`src/rtl/core/rpf_pkg.sv`:
```
// ----------------------------------------------------------------------------
// Remote pairing filter package
// Beat types, opcode and register codes, job classes and the key compare.
// ----------------------------------------------------------------------------
`default_nettype none

package rpf_pkg;

    localparam int KEY_W           = 32;
    localparam int ELAPSED_W       = 20;
    localparam int CFG_IDX_W       = 3;
    localparam int CFG_DATA_W      = 32;
    localparam int NUM_STATIC_REGS = 4;

    localparam logic [ELAPSED_W-1:0] ELAPSED_MAX     = 20'hFFFFF;
    localparam logic [ELAPSED_W-1:0] TIMEOUT_DEFAULT = 20'd30000;
    localparam logic [1:0]           REQUIRED_PRIOR  = 2'd2;

    localparam logic [2:0] OP_EVENT  = 3'd0;
    localparam logic [2:0] OP_TICK   = 3'd1;
    localparam logic [2:0] OP_START  = 3'd2;
    localparam logic [2:0] OP_CANCEL = 3'd3;
    localparam logic [2:0] OP_UNPAIR = 3'd4;

    localparam logic [CFG_IDX_W-1:0] REG_TIMEOUT      = 3'd0;
    localparam logic [CFG_IDX_W-1:0] REG_STATIC_COUNT = 3'd1;
    localparam logic [CFG_IDX_W-1:0] REG_STATIC_0     = 3'd2;
    localparam logic [CFG_IDX_W-1:0] REG_STATIC_1     = 3'd3;
    localparam logic [CFG_IDX_W-1:0] REG_STATIC_2     = 3'd4;
    localparam logic [CFG_IDX_W-1:0] REG_STATIC_3     = 3'd5;

    typedef struct packed {
        logic [2:0]  opcode;
        logic [7:0]  remote_type;
        logic [15:0] device_id;
        logic [7:0]  group_id;
        logic        is_on_command;
    } t_item;

    typedef struct packed {
        logic forward_event;
        logic newly_paired;
        logic paired_table_full;
        logic pairing_active;
        logic pairing_started;
        logic pairing_timed_out;
        logic pairing_cancelled;
    } t_res;

    typedef enum logic [2:0] {
        CL_NOP,
        CL_EVENT,
        CL_TICK,
        CL_START,
        CL_CANCEL,
        CL_UNPAIR
    } t_cls;

    typedef struct packed {
        t_cls             cls;
        logic [KEY_W-1:0] key;
        logic             learnable;
    } t_job;

    typedef struct packed {
        logic [ELAPSED_W-1:0]                  timeout;
        logic [2:0]                            static_count;
        logic [NUM_STATIC_REGS-1:0][KEY_W-1:0] remote;
    } t_cfg;

    typedef enum logic [1:0] {
        ST_IDLE,
        ST_PSCAN,
        ST_CSCAN,
        ST_DONE
    } t_state;

    function automatic logic key_match(input logic [KEY_W-1:0] entry,
                                       input logic [KEY_W-1:0] key);
        logic hit;
        if (key[7:0] == 8'd0) begin
            hit = ({entry[KEY_W-1:8], 8'd0} == key);
        end else begin
            hit = (entry == key);
        end
        return hit;
    endfunction

endpackage

`default_nettype wire

```
`src/rtl/core/remote_pairing_filter_core.sv`:
```
// ----------------------------------------------------------------------------
// Remote pairing filter core
// Filters decoded remote events against static and learned remotes, learns
// new remotes in pairing mode and reports one result beat per input beat.
// ----------------------------------------------------------------------------
// Input beats enter through push/full into a two-deep job queue; result beats
// leave through empty/pop from a one-beat output register, one per input beat,
// in order. The user must write configuration through i_cfg_we/i_cfg_idx/
// i_cfg_data only while no beat is in flight; the core does not enforce it.
// Tick, start, cancel, unpair and unknown opcodes pass from the idle state
// straight to the done state and then into the output register. A remote
// event scans the paired table and then, when it is unknown, pairing mode is
// on and it can be learned, the candidate list, one stored key per cycle
// through a single read port of each store, before it reaches the done
// state. The stores hold up to 16 paired and 20 candidate keys by default.
// Jobs are worked one at a time; the queue takes up to two more meanwhile.
// Reset clears both fill levels, pairing mode and the elapsed tick count and
// empties the output register; configuration returns to its reset values.
// When the receiver stalls, the result beat holds, the back end waits with the
// next result, and full rises once two more beats are queued.
// ----------------------------------------------------------------------------
`default_nettype none

module remote_pairing_filter_core #(
    parameter int PAIRED_DEPTH    = 16,
    parameter int CANDIDATE_LIMIT = 20,
    parameter int STATIC_SLOTS    = 4
) (
    input  logic                             i_clk,
    input  logic                             i_rst_n,
    input  logic                             push,
    output logic                             full,
    input  rpf_pkg::t_item                   i_item,
    output logic                             empty,
    input  logic                             pop,
    output rpf_pkg::t_res                    o_result,
    input  logic                             i_cfg_we,
    input  logic [rpf_pkg::CFG_IDX_W-1:0]    i_cfg_idx,
    input  logic [rpf_pkg::CFG_DATA_W-1:0]   i_cfg_data
);
    import rpf_pkg::*;

    t_cfg r_cfg;
    logic w_job_vld;
    t_job w_job;
    logic w_job_pop;

    always_ff @(posedge i_clk) begin
        if (!i_rst_n) begin
            r_cfg.timeout      <= TIMEOUT_DEFAULT;
            r_cfg.static_count <= '0;
            r_cfg.remote       <= '0;
        end else if (i_cfg_we) begin
            unique case (i_cfg_idx) inside
                REG_TIMEOUT: begin
                    r_cfg.timeout <= i_cfg_data[ELAPSED_W-1:0];
                end
                REG_STATIC_COUNT: begin
                    r_cfg.static_count <= i_cfg_data[2:0];
                end
                REG_STATIC_0, REG_STATIC_1, REG_STATIC_2, REG_STATIC_3: begin
                    r_cfg.remote[2'(i_cfg_idx - REG_STATIC_0)] <= i_cfg_data[KEY_W-1:0];
                end
                default: begin
                end
            endcase
        end
    end

    rpf_front u_front (
        .i_clk     (i_clk),
        .i_rst_n   (i_rst_n),
        .i_push    (push),
        .i_item    (i_item),
        .o_full    (full),
        .o_job_vld (w_job_vld),
        .o_job     (w_job),
        .i_job_pop (w_job_pop)
    );

    rpf_back #(
        .PAIRED_DEPTH    (PAIRED_DEPTH),
        .CANDIDATE_LIMIT (CANDIDATE_LIMIT),
        .STATIC_SLOTS    (STATIC_SLOTS)
    ) u_back (
        .i_clk     (i_clk),
        .i_rst_n   (i_rst_n),
        .i_cfg     (r_cfg),
        .i_job_vld (w_job_vld),
        .i_job     (w_job),
        .o_job_pop (w_job_pop),
        .i_pop     (pop),
        .o_empty   (empty),
        .o_result  (o_result)
    );

endmodule

`default_nettype wire

```
`src/rtl/core/rpf_front.sv`:
```
// ----------------------------------------------------------------------------
// Remote pairing filter front end
// Accepts input beats, classifies them into jobs and queues up to two of them.
// ----------------------------------------------------------------------------
`default_nettype none

module rpf_front (
    input  logic          i_clk,
    input  logic          i_rst_n,
    input  logic          i_push,
    input  rpf_pkg::t_item i_item,
    output logic          o_full,
    output logic          o_job_vld,
    output rpf_pkg::t_job o_job,
    input  logic          i_job_pop
);
    import rpf_pkg::*;

    t_job       r_q [2];
    logic       r_wp;
    logic       r_rp;
    logic [1:0] r_cnt;
    t_job       w_job;
    logic       w_wr;
    logic       w_rd;

    always_comb begin
        w_job.key       = {i_item.remote_type, i_item.device_id, i_item.group_id};
        w_job.learnable = i_item.is_on_command && (i_item.group_id != 8'd0);
        unique case (i_item.opcode)
            OP_EVENT:  w_job.cls = CL_EVENT;
            OP_TICK:   w_job.cls = CL_TICK;
            OP_START:  w_job.cls = CL_START;
            OP_CANCEL: w_job.cls = CL_CANCEL;
            OP_UNPAIR: w_job.cls = CL_UNPAIR;
            default:   w_job.cls = CL_NOP;
        endcase
    end

    assign o_full    = (r_cnt == 2'd2);
    assign o_job_vld = (r_cnt != 2'd0);
    assign o_job     = r_q[r_rp];
    assign w_wr      = i_push && !o_full;
    assign w_rd      = i_job_pop && o_job_vld;

    always_ff @(posedge i_clk) begin
        if (w_wr) begin
            r_q[r_wp] <= w_job;
        end
    end

    always_ff @(posedge i_clk) begin
        if (!i_rst_n) begin
            r_wp  <= 1'b0;
            r_rp  <= 1'b0;
            r_cnt <= 2'd0;
        end else begin
            if (w_wr) begin
                r_wp <= !r_wp;
            end
            if (w_rd) begin
                r_rp <= !r_rp;
            end
            r_cnt <= r_cnt + {1'b0, w_wr} - {1'b0, w_rd};
        end
    end

endmodule

`default_nettype wire

```
`src/rtl/core/rpf_back.sv`:
```
// ----------------------------------------------------------------------------
// Remote pairing filter back end
// Runs one job at a time: scans the paired and candidate stores one entry per
// cycle, updates pairing state and holds the result beat until it is taken.
// ----------------------------------------------------------------------------
`default_nettype none

module rpf_back #(
    parameter int PAIRED_DEPTH    = 16,
    parameter int CANDIDATE_LIMIT = 20,
    parameter int STATIC_SLOTS    = 4
) (
    input  logic          i_clk,
    input  logic          i_rst_n,
    input  rpf_pkg::t_cfg i_cfg,
    input  logic          i_job_vld,
    input  rpf_pkg::t_job i_job,
    output logic          o_job_pop,
    input  logic          i_pop,
    output logic          o_empty,
    output rpf_pkg::t_res o_result
);
    import rpf_pkg::*;

    localparam int PAW = (PAIRED_DEPTH > 1) ? $clog2(PAIRED_DEPTH) : 1;
    localparam int PCW = $clog2(PAIRED_DEPTH + 1);
    localparam int CAW = $clog2(CANDIDATE_LIMIT);
    localparam int CCW = $clog2(CANDIDATE_LIMIT + 1);
    localparam logic [PCW-1:0] P_FULL = PCW'(PAIRED_DEPTH);
    localparam logic [CCW-1:0] C_FULL = CCW'(CANDIDATE_LIMIT);

    logic [KEY_W-1:0] r_pmem [PAIRED_DEPTH];
    logic [KEY_W-1:0] r_cmem [CANDIDATE_LIMIT];
    logic [KEY_W-1:0] r_prd;
    logic [KEY_W-1:0] r_crd;

    t_state               r_state,   n_state;
    t_job                 r_job,     n_job;
    logic                 r_hit,     n_hit;
    logic [1:0]           r_seen,    n_seen;
    logic [PCW-1:0]       r_paddr,   n_paddr;
    logic                 r_pvld,    n_pvld;
    logic [CCW-1:0]       r_caddr,   n_caddr;
    logic                 r_cvld,    n_cvld;
    logic [PCW-1:0]       r_pcnt,    n_pcnt;
    logic [CCW-1:0]       r_ccnt,    n_ccnt;
    logic                 r_on,      n_on;
    logic [ELAPSED_W-1:0] r_elapsed, n_elapsed;
    t_res                 r_res,     n_res;
    logic                 r_out_vld, n_out_vld;
    t_res                 r_out,     n_out;

    logic                 w_pre;
    logic                 w_cre;
    logic                 w_pwe;
    logic                 w_cwe;
    logic [PAW-1:0]       w_pwaddr;
    logic [CAW-1:0]       w_cwaddr;
    logic [CCW-1:0]       w_cbase;
    logic [2:0]           w_nstatic;
    logic                 w_static_hit;
    logic [ELAPSED_W-1:0] w_el_inc;
    logic                 w_p_done;
    logic                 w_c_done;
    logic                 w_load;

    assign w_nstatic = (i_cfg.static_count > 3'(STATIC_SLOTS)) ? 3'(STATIC_SLOTS)
                                                                : i_cfg.static_count;

    always_comb begin
        w_static_hit = 1'b0;
        for (int s = 0; s < NUM_STATIC_REGS; s++) begin
            if ((3'(s) < w_nstatic) && key_match(i_cfg.remote[s], i_job.key)) begin
                w_static_hit = 1'b1;
            end
        end
    end

    assign w_el_inc = (r_elapsed == ELAPSED_MAX) ? r_elapsed : r_elapsed + ELAPSED_W'(1);
    assign w_p_done = (r_paddr >= r_pcnt) && !r_pvld;
    assign w_c_done = (r_caddr >= r_ccnt) && !r_cvld;
    assign w_load   = !r_out_vld || i_pop;
    assign w_cbase  = (r_ccnt >= C_FULL) ? '0 : r_ccnt;

    always_comb begin
        n_state = r_state;
        unique case (r_state)
            ST_IDLE: begin
                if (i_job_vld) begin
                    n_state = (i_job.cls == CL_EVENT) ? ST_PSCAN : ST_DONE;
                end
            end
            ST_PSCAN: begin
                if (w_p_done) begin
                    n_state = (!r_hit && r_on && r_job.learnable) ? ST_CSCAN : ST_DONE;
                end
            end
            ST_CSCAN: begin
                if (w_c_done) begin
                    n_state = ST_DONE;
                end
            end
            ST_DONE: begin
                if (w_load) begin
                    n_state = ST_IDLE;
                end
            end
            default: n_state = ST_IDLE;
        endcase
    end

    always_comb begin
        n_job     = r_job;
        n_hit     = r_hit;
        n_seen    = r_seen;
        n_paddr   = r_paddr;
        n_pvld    = r_pvld;
        n_caddr   = r_caddr;
        n_cvld    = r_cvld;
        n_pcnt    = r_pcnt;
        n_ccnt    = r_ccnt;
        n_on      = r_on;
        n_elapsed = r_elapsed;
        n_res     = r_res;
        n_out     = r_out;
        n_out_vld = r_out_vld && !i_pop;
        o_job_pop = 1'b0;
        w_pre     = 1'b0;
        w_cre     = 1'b0;
        w_pwe     = 1'b0;
        w_cwe     = 1'b0;
        w_pwaddr  = r_pcnt[PAW-1:0];
        w_cwaddr  = w_cbase[CAW-1:0];
        unique case (r_state)
            ST_IDLE: begin
                if (i_job_vld) begin
                    o_job_pop            = 1'b1;
                    n_job                = i_job;
                    n_res                = '0;
                    n_res.pairing_active = r_on;
                    unique case (i_job.cls)
                        CL_EVENT: begin
                            n_hit   = w_static_hit;
                            n_paddr = '0;
                            n_pvld  = 1'b0;
                        end
                        CL_TICK: begin
                            if (r_on) begin
                                n_elapsed = w_el_inc;
                                if (w_el_inc > i_cfg.timeout) begin
                                    n_on                    = 1'b0;
                                    n_ccnt                  = '0;
                                    n_res.pairing_timed_out = 1'b1;
                                    n_res.pairing_active    = 1'b0;
                                end
                            end
                        end
                        CL_START: begin
                            if (!r_on) begin
                                n_ccnt                = '0;
                                n_on                  = 1'b1;
                                n_res.pairing_started = 1'b1;
                            end
                            n_elapsed            = '0;
                            n_res.pairing_active = 1'b1;
                        end
                        CL_CANCEL: begin
                            if (r_on) begin
                                n_on                    = 1'b0;
                                n_ccnt                  = '0;
                                n_res.pairing_cancelled = 1'b1;
                                n_res.pairing_active    = 1'b0;
                            end
                        end
                        CL_UNPAIR: begin
                            n_pcnt = '0;
                        end
                        default: begin
                        end
                    endcase
                end
            end
            ST_PSCAN: begin
                if (r_paddr < r_pcnt) begin
                    w_pre   = 1'b1;
                    n_paddr = r_paddr + PCW'(1);
                    n_pvld  = 1'b1;
                end else begin
                    n_pvld = 1'b0;
                end
                if (r_pvld && key_match(r_prd, r_job.key)) begin
                    n_hit = 1'b1;
                end
                if (w_p_done) begin
                    n_res.forward_event = r_hit;
                    n_caddr             = '0;
                    n_cvld              = 1'b0;
                    n_seen              = '0;
                end
            end
            ST_CSCAN: begin
                if (r_caddr < r_ccnt) begin
                    w_cre   = 1'b1;
                    n_caddr = r_caddr + CCW'(1);
                    n_cvld  = 1'b1;
                end else begin
                    n_cvld = 1'b0;
                end
                if (r_cvld && (r_crd == r_job.key) && (r_seen != REQUIRED_PRIOR)) begin
                    n_seen = r_seen + 2'd1;
                end
                if (w_c_done) begin
                    if (r_seen == REQUIRED_PRIOR) begin
                        if (r_pcnt < P_FULL) begin
                            w_pwe              = 1'b1;
                            n_pcnt             = r_pcnt + PCW'(1);
                            n_res.newly_paired = 1'b1;
                        end else begin
                            n_res.paired_table_full = 1'b1;
                        end
                        n_on                 = 1'b0;
                        n_ccnt               = '0;
                        n_res.pairing_active = 1'b0;
                    end else begin
                        w_cwe  = 1'b1;
                        n_ccnt = w_cbase + CCW'(1);
                    end
                end
            end
            ST_DONE: begin
                if (w_load) begin
                    n_out     = r_res;
                    n_out_vld = 1'b1;
                end
            end
            default: begin
            end
        endcase
    end

    always_ff @(posedge i_clk) begin
        if (w_pwe) begin
            r_pmem[w_pwaddr] <= r_job.key;
        end
        if (w_pre) begin
            r_prd <= r_pmem[r_paddr[PAW-1:0]];
        end
    end

    always_ff @(posedge i_clk) begin
        if (w_cwe) begin
            r_cmem[w_cwaddr] <= r_job.key;
        end
        if (w_cre) begin
            r_crd <= r_cmem[r_caddr[CAW-1:0]];
        end
    end

    always_ff @(posedge i_clk) begin
        r_job   <= n_job;
        r_hit   <= n_hit;
        r_seen  <= n_seen;
        r_paddr <= n_paddr;
        r_caddr <= n_caddr;
        r_res   <= n_res;
        r_out   <= n_out;
    end

    always_ff @(posedge i_clk) begin
        if (!i_rst_n) begin
            r_state   <= ST_IDLE;
            r_pvld    <= 1'b0;
            r_cvld    <= 1'b0;
            r_pcnt    <= '0;
            r_ccnt    <= '0;
            r_on      <= 1'b0;
            r_elapsed <= '0;
            r_out_vld <= 1'b0;
        end else begin
            r_state   <= n_state;
            r_pvld    <= n_pvld;
            r_cvld    <= n_cvld;
            r_pcnt    <= n_pcnt;
            r_ccnt    <= n_ccnt;
            r_on      <= n_on;
            r_elapsed <= n_elapsed;
            r_out_vld <= n_out_vld;
        end
    end

    assign o_empty  = !r_out_vld;
    assign o_result = r_out;

endmodule

`default_nettype wire

```
`config.mk`:
```
export PLATFORM = sky130hd
export DESIGN_NAME = remote_pairing_filter_core
export DESIGN_NICKNAME = d
export VERILOG_FILES = /design/src/rtl/core/rpf_pkg.sv /design/src/rtl/core/remote_pairing_filter_core.sv /design/src/rtl/core/rpf_front.sv /design/src/rtl/core/rpf_back.sv
export SDC_FILE = /design/constraint.sdc
export NUM_CORES = 2
export LEC_CHECK = 0
export ABC_AREA = 1
export BUFFER_PORTS_ARGS = -buffer_cell sky130_fd_sc_hd__buf_2
export CORE_AREA = 8 8 373 302
export CTS_CLUSTER_DIAMETER = 80
export CTS_CLUSTER_SIZE = 20
export DETAILED_ROUTE_END_ITERATION = 8
export DIE_AREA = 0 0 381 310
export GPL_TIMING_DRIVEN = 0
export PLACE_DENSITY = 0.76
export SYNTH_ARGS = -nofsm -noshare
export SYNTH_HDL_FRONTEND = slang
export SYNTH_HIERARCHICAL = 1
export SYNTH_SLANG_ARGS = --single-unit
```
`constraint.sdc`:
```
create_clock -name i_clk -period 12.83 [get_ports i_clk]
set_input_delay 2.566 -clock i_clk [delete_from_list [all_inputs] [get_ports i_clk]]
set_output_delay 2.566 -clock i_clk [all_outputs]
set_load 0.005 [all_outputs]
```
==> out/qor.txt <==
Die Wd - 381 microns
Die area - 118000 sq um
Hold-fix buffers, CTS - 0
Final Instance Count excl. Fillers - 7049
CTS root buf - clkbuf_16
Synth area leaders - edfxtp_1 64%, nor2_1 6.2%, dfxtp_1 6.1%
Cell Area, Synth - 63400 sq um
Max Slew Vio Count - 0
Crit path required time - 13.23 ns
CTS clock-pin slew for the worst setup and hold paths - 0.09 ns
Syn avg cell area - 11.9 sq um
Worst-margin pin slew - 1.25 ns
Post-synth top cells - 1348 x edfxtp_1, 1044 x nor2_1, 646 x nand2_1
Post-route setup TNS - 0 ns
Synth area leader - edfxtp_1
First-pass GRT wire length - 269 mm
Post-synth top area share - 63.8%
Remaining global-route overflow - 0
GRT Resource Usage Total - 30.3%
Ys flop type - edfxtp_1
VDD IR max - 144 uV
Vias in the first global route - 42344
CTS Sinks - 1540
Worst path arrival time - 5.03 ns
IO buf count - 83
Critical Path, Cell by Cell - buf_2 -> buf_6 -> inv_2 -> buf_4 -> buf_2 -> buf_2 -> ha_1 -> nand2_1 -> nand4_1 -> nand4_1 -> inv_1 -> nand2_1 -> nor2_4 -> buf_16
Max Clk Rate - 216 MHz
Leakage - 24.2 nW
CTS tree - done
WL/cell - 26.2 microns
Fin. Hold Viols - 0
Syn Nets - 5438
DP Cell Count - 6924
CP max FO - 17
Layout Skew - 0.0436 ns
Final Setup Violations - 0
# Max-Cap Violations - 0
Hold WC Path Type - reg2reg
Final Core Density - 66.1%
Tmin final - 4.62 ns
Seq cells post-synth - 1540
N_diodes - 0
Post-CTS Setup Repair Bufs - 0
Cts bufs inserted - 88
Pre-Repair DR Iteration Count - 7
Total power - 14.8 mW
Share of layout cells above drive strength 1 - 8.88%
Period Utilization, post-route - 36.0%
Final WL - 185 mm
YS warnings - 6
Family with the most delay on the worst path - buffers and inverters
RSZ-0062 raised after global routing - false
GP Congestion - 0.964
CP Buf/Inv Count - 8
Core area - 107000 sq um
Nets - 5708
Design area - 70800 sq um
Fillers - 7568
Status - finished clean
Post-CTS Resized - 0
Remaining DRCs - 0
Via count - 44823
Vias/cell - 6.36
Slowest cell on crit path - nor2_4
Synth Instances - 5314
Share of the yosys chip area belonging to registers - 69.9%
Most frequent CP cell - buf_2
Netlist cell types - 59
Post-route ant nets - 0
Rows - 108
Most numerous cell in the Yosys netlist - edfxtp_1
Worst-Skew Late Latency - 0.69 ns
DP Wirelength - 131 mm
Placed instance area - 68300 sq um
Post-synth EDFFs - 1348
Layout area overhead - 11.6%
Clk buf depth - 3
Die Span Y - 310 microns
H-tree depth - 3
Slowest stage delay, CP - 0.62 ns
Fraction of registers with async set/reset - 0%
Pwr/cell area - 210 nW/um^2
Relative slew slack - 16.7%
Initial Util - 59.2%
IO Pins - 85
Largest net degree at the start of global routing - 40
CP startpoint kind - flop
Starting DRT DRC Count - 7161
Setup crit end kind - flop
Crit path kind - reg2reg
Initial antenna violation count - 7
layout make-up:
cell class                 count  area, sq um  area share (%)
inverter                     277         1040            1.47
sequential                  1540        44300            62.6
clock inverter                 9          146           0.207
multi-input combinational   3201        17000            24.1
timing repair buffer         180         2780            3.93
buffer                       296         1310            1.85
tap                         1430         1790            2.53
clock buffer                 116         2370            3.35
through the flow:
stage | worst slack [ns] | hold WS (ns)
after detailed placement | 8.02 | 0.406
after global placement | 5.88 | 0.410
after CTS | 8.41 | 0.426
after global routing | 8.10 | 0.431
after floorplan | 8.25 | 0.400
final | 8.21 | 0.427
report_power, final:
group	switching (mW)	leakage, nW	internal (mW)
combinational	3.85	9.29	1.58
sequential	0.308	13.7	6.21
clock	1.58	1.21	1.33
total	5.74	24.2	9.11
sequential cells by signal, summed over array words and instances (netlist names), 2 cells and up, named ones only:
register          flops
u_back/r_caddr        5
u_back/r_crd         32
r_cfg               151
u_back/r_elapsed     20
u_back/r_paddr        5
u_back/r_job         33
u_back/o_result       7
u_back/r_state        2
u_back/r_pmem       512
u_back/r_pcnt         5
u_back/r_prd         32
u_front/r_cnt         2
u_back/r_cmem       640
u_back/r_ccnt         5
u_back/r_res          7
u_front/r_q          72
u_back/r_seen         2
cell usage in the layout, fill, tap and decap left out, drive strengths merged, types with 2 or more instances in the layout:
master / netlist / routed
edfxtp: 1348 / 1348
nor2: 1049 / 1049
nand2: 652 / 652
o21ai: 504 / 504
clkbuf: 184 / 300
buf: 112 / 292
inv: 271 / 276
dfxtp: 192 / 192
nand3: 133 / 133
o22ai: 117 / 117
a21oi: 102 / 102
o221ai: 97 / 97
o32ai: 75 / 75
nand4: 54 / 54
mux2i: 53 / 53
xor2: 51 / 51
ha: 48 / 48
xnor2: 46 / 46
o211ai: 39 / 39
mux2: 36 / 36
a221oi: 33 / 33
nor3: 25 / 25
a32oi: 24 / 24
a2bb2oi: 24 / 24
or2: 12 / 12
clkinv: 6 / 8
nor4: 7 / 7
a22o: 4 / 4
a211oi: 3 / 3
o31ai: 2 / 2
and3: 2 / 2
nand3b: 2 / 2
o2111ai: 2 / 2
path summary, 6_finish.rpt:
kind / from / end / slack [ns] / cells after the start
setup / recovery: u_back/r_caddr[0] / u_back/r_pmem[14][6] / 8.21 / 14
hold reg to reg: u_back/r_res[5] / u_back/o_result[5] / 0.43 / 0
setup reg to reg: u_back/r_caddr[0] / u_back/r_pmem[14][6] / 8.21 / 14
hold / removal: u_back/r_res[5] / u_back/o_result[5] / 0.43 / 0
per-layer routing:
| layer | track usage [%] | vias up | share of wire [%] |
|---|---|---|---|
| met4 | 12.6 | 12 | 4.9 |
| met5 | 0 | - | 0.037 |
| li1 | - | 19513 | - |
| met3 | 8.25 | 470 | 15 |
| met2 | 45.1 | 3279 | 43 |
| met1 | 42.6 | 21549 | 37 |
worst reg2reg max path: stages (launching register included):
cell and delay [ns]:
edfxtp_1 0.41, buf_2 0.27, buf_6 0.21, inv_2 0.12, buf_4 0.28, buf_2 0.34
buf_2 0.31, ha_1 0.18, nand2_1 0.05, nand4_1 0.11, nand4_1 0.57, inv_1 0.29
nand2_1 0.31, nor2_4 0.62, buf_16 0.24
logic make-up after synthesis:
kind of cell               after synthesis  synth area share, %
and+or+nand+nor                       1936                 12.3
DFF                                   1540                 69.9
AOI/OAI and AO/OA                     1031                 10.2
buffers and inverters                  573                 3.71
xor gates and xnor gates                97                 1.38
muxes                                   89                 1.65
adders and majority gates               48                0.947
Note: power is estimated with default switching activity, not from simulation.
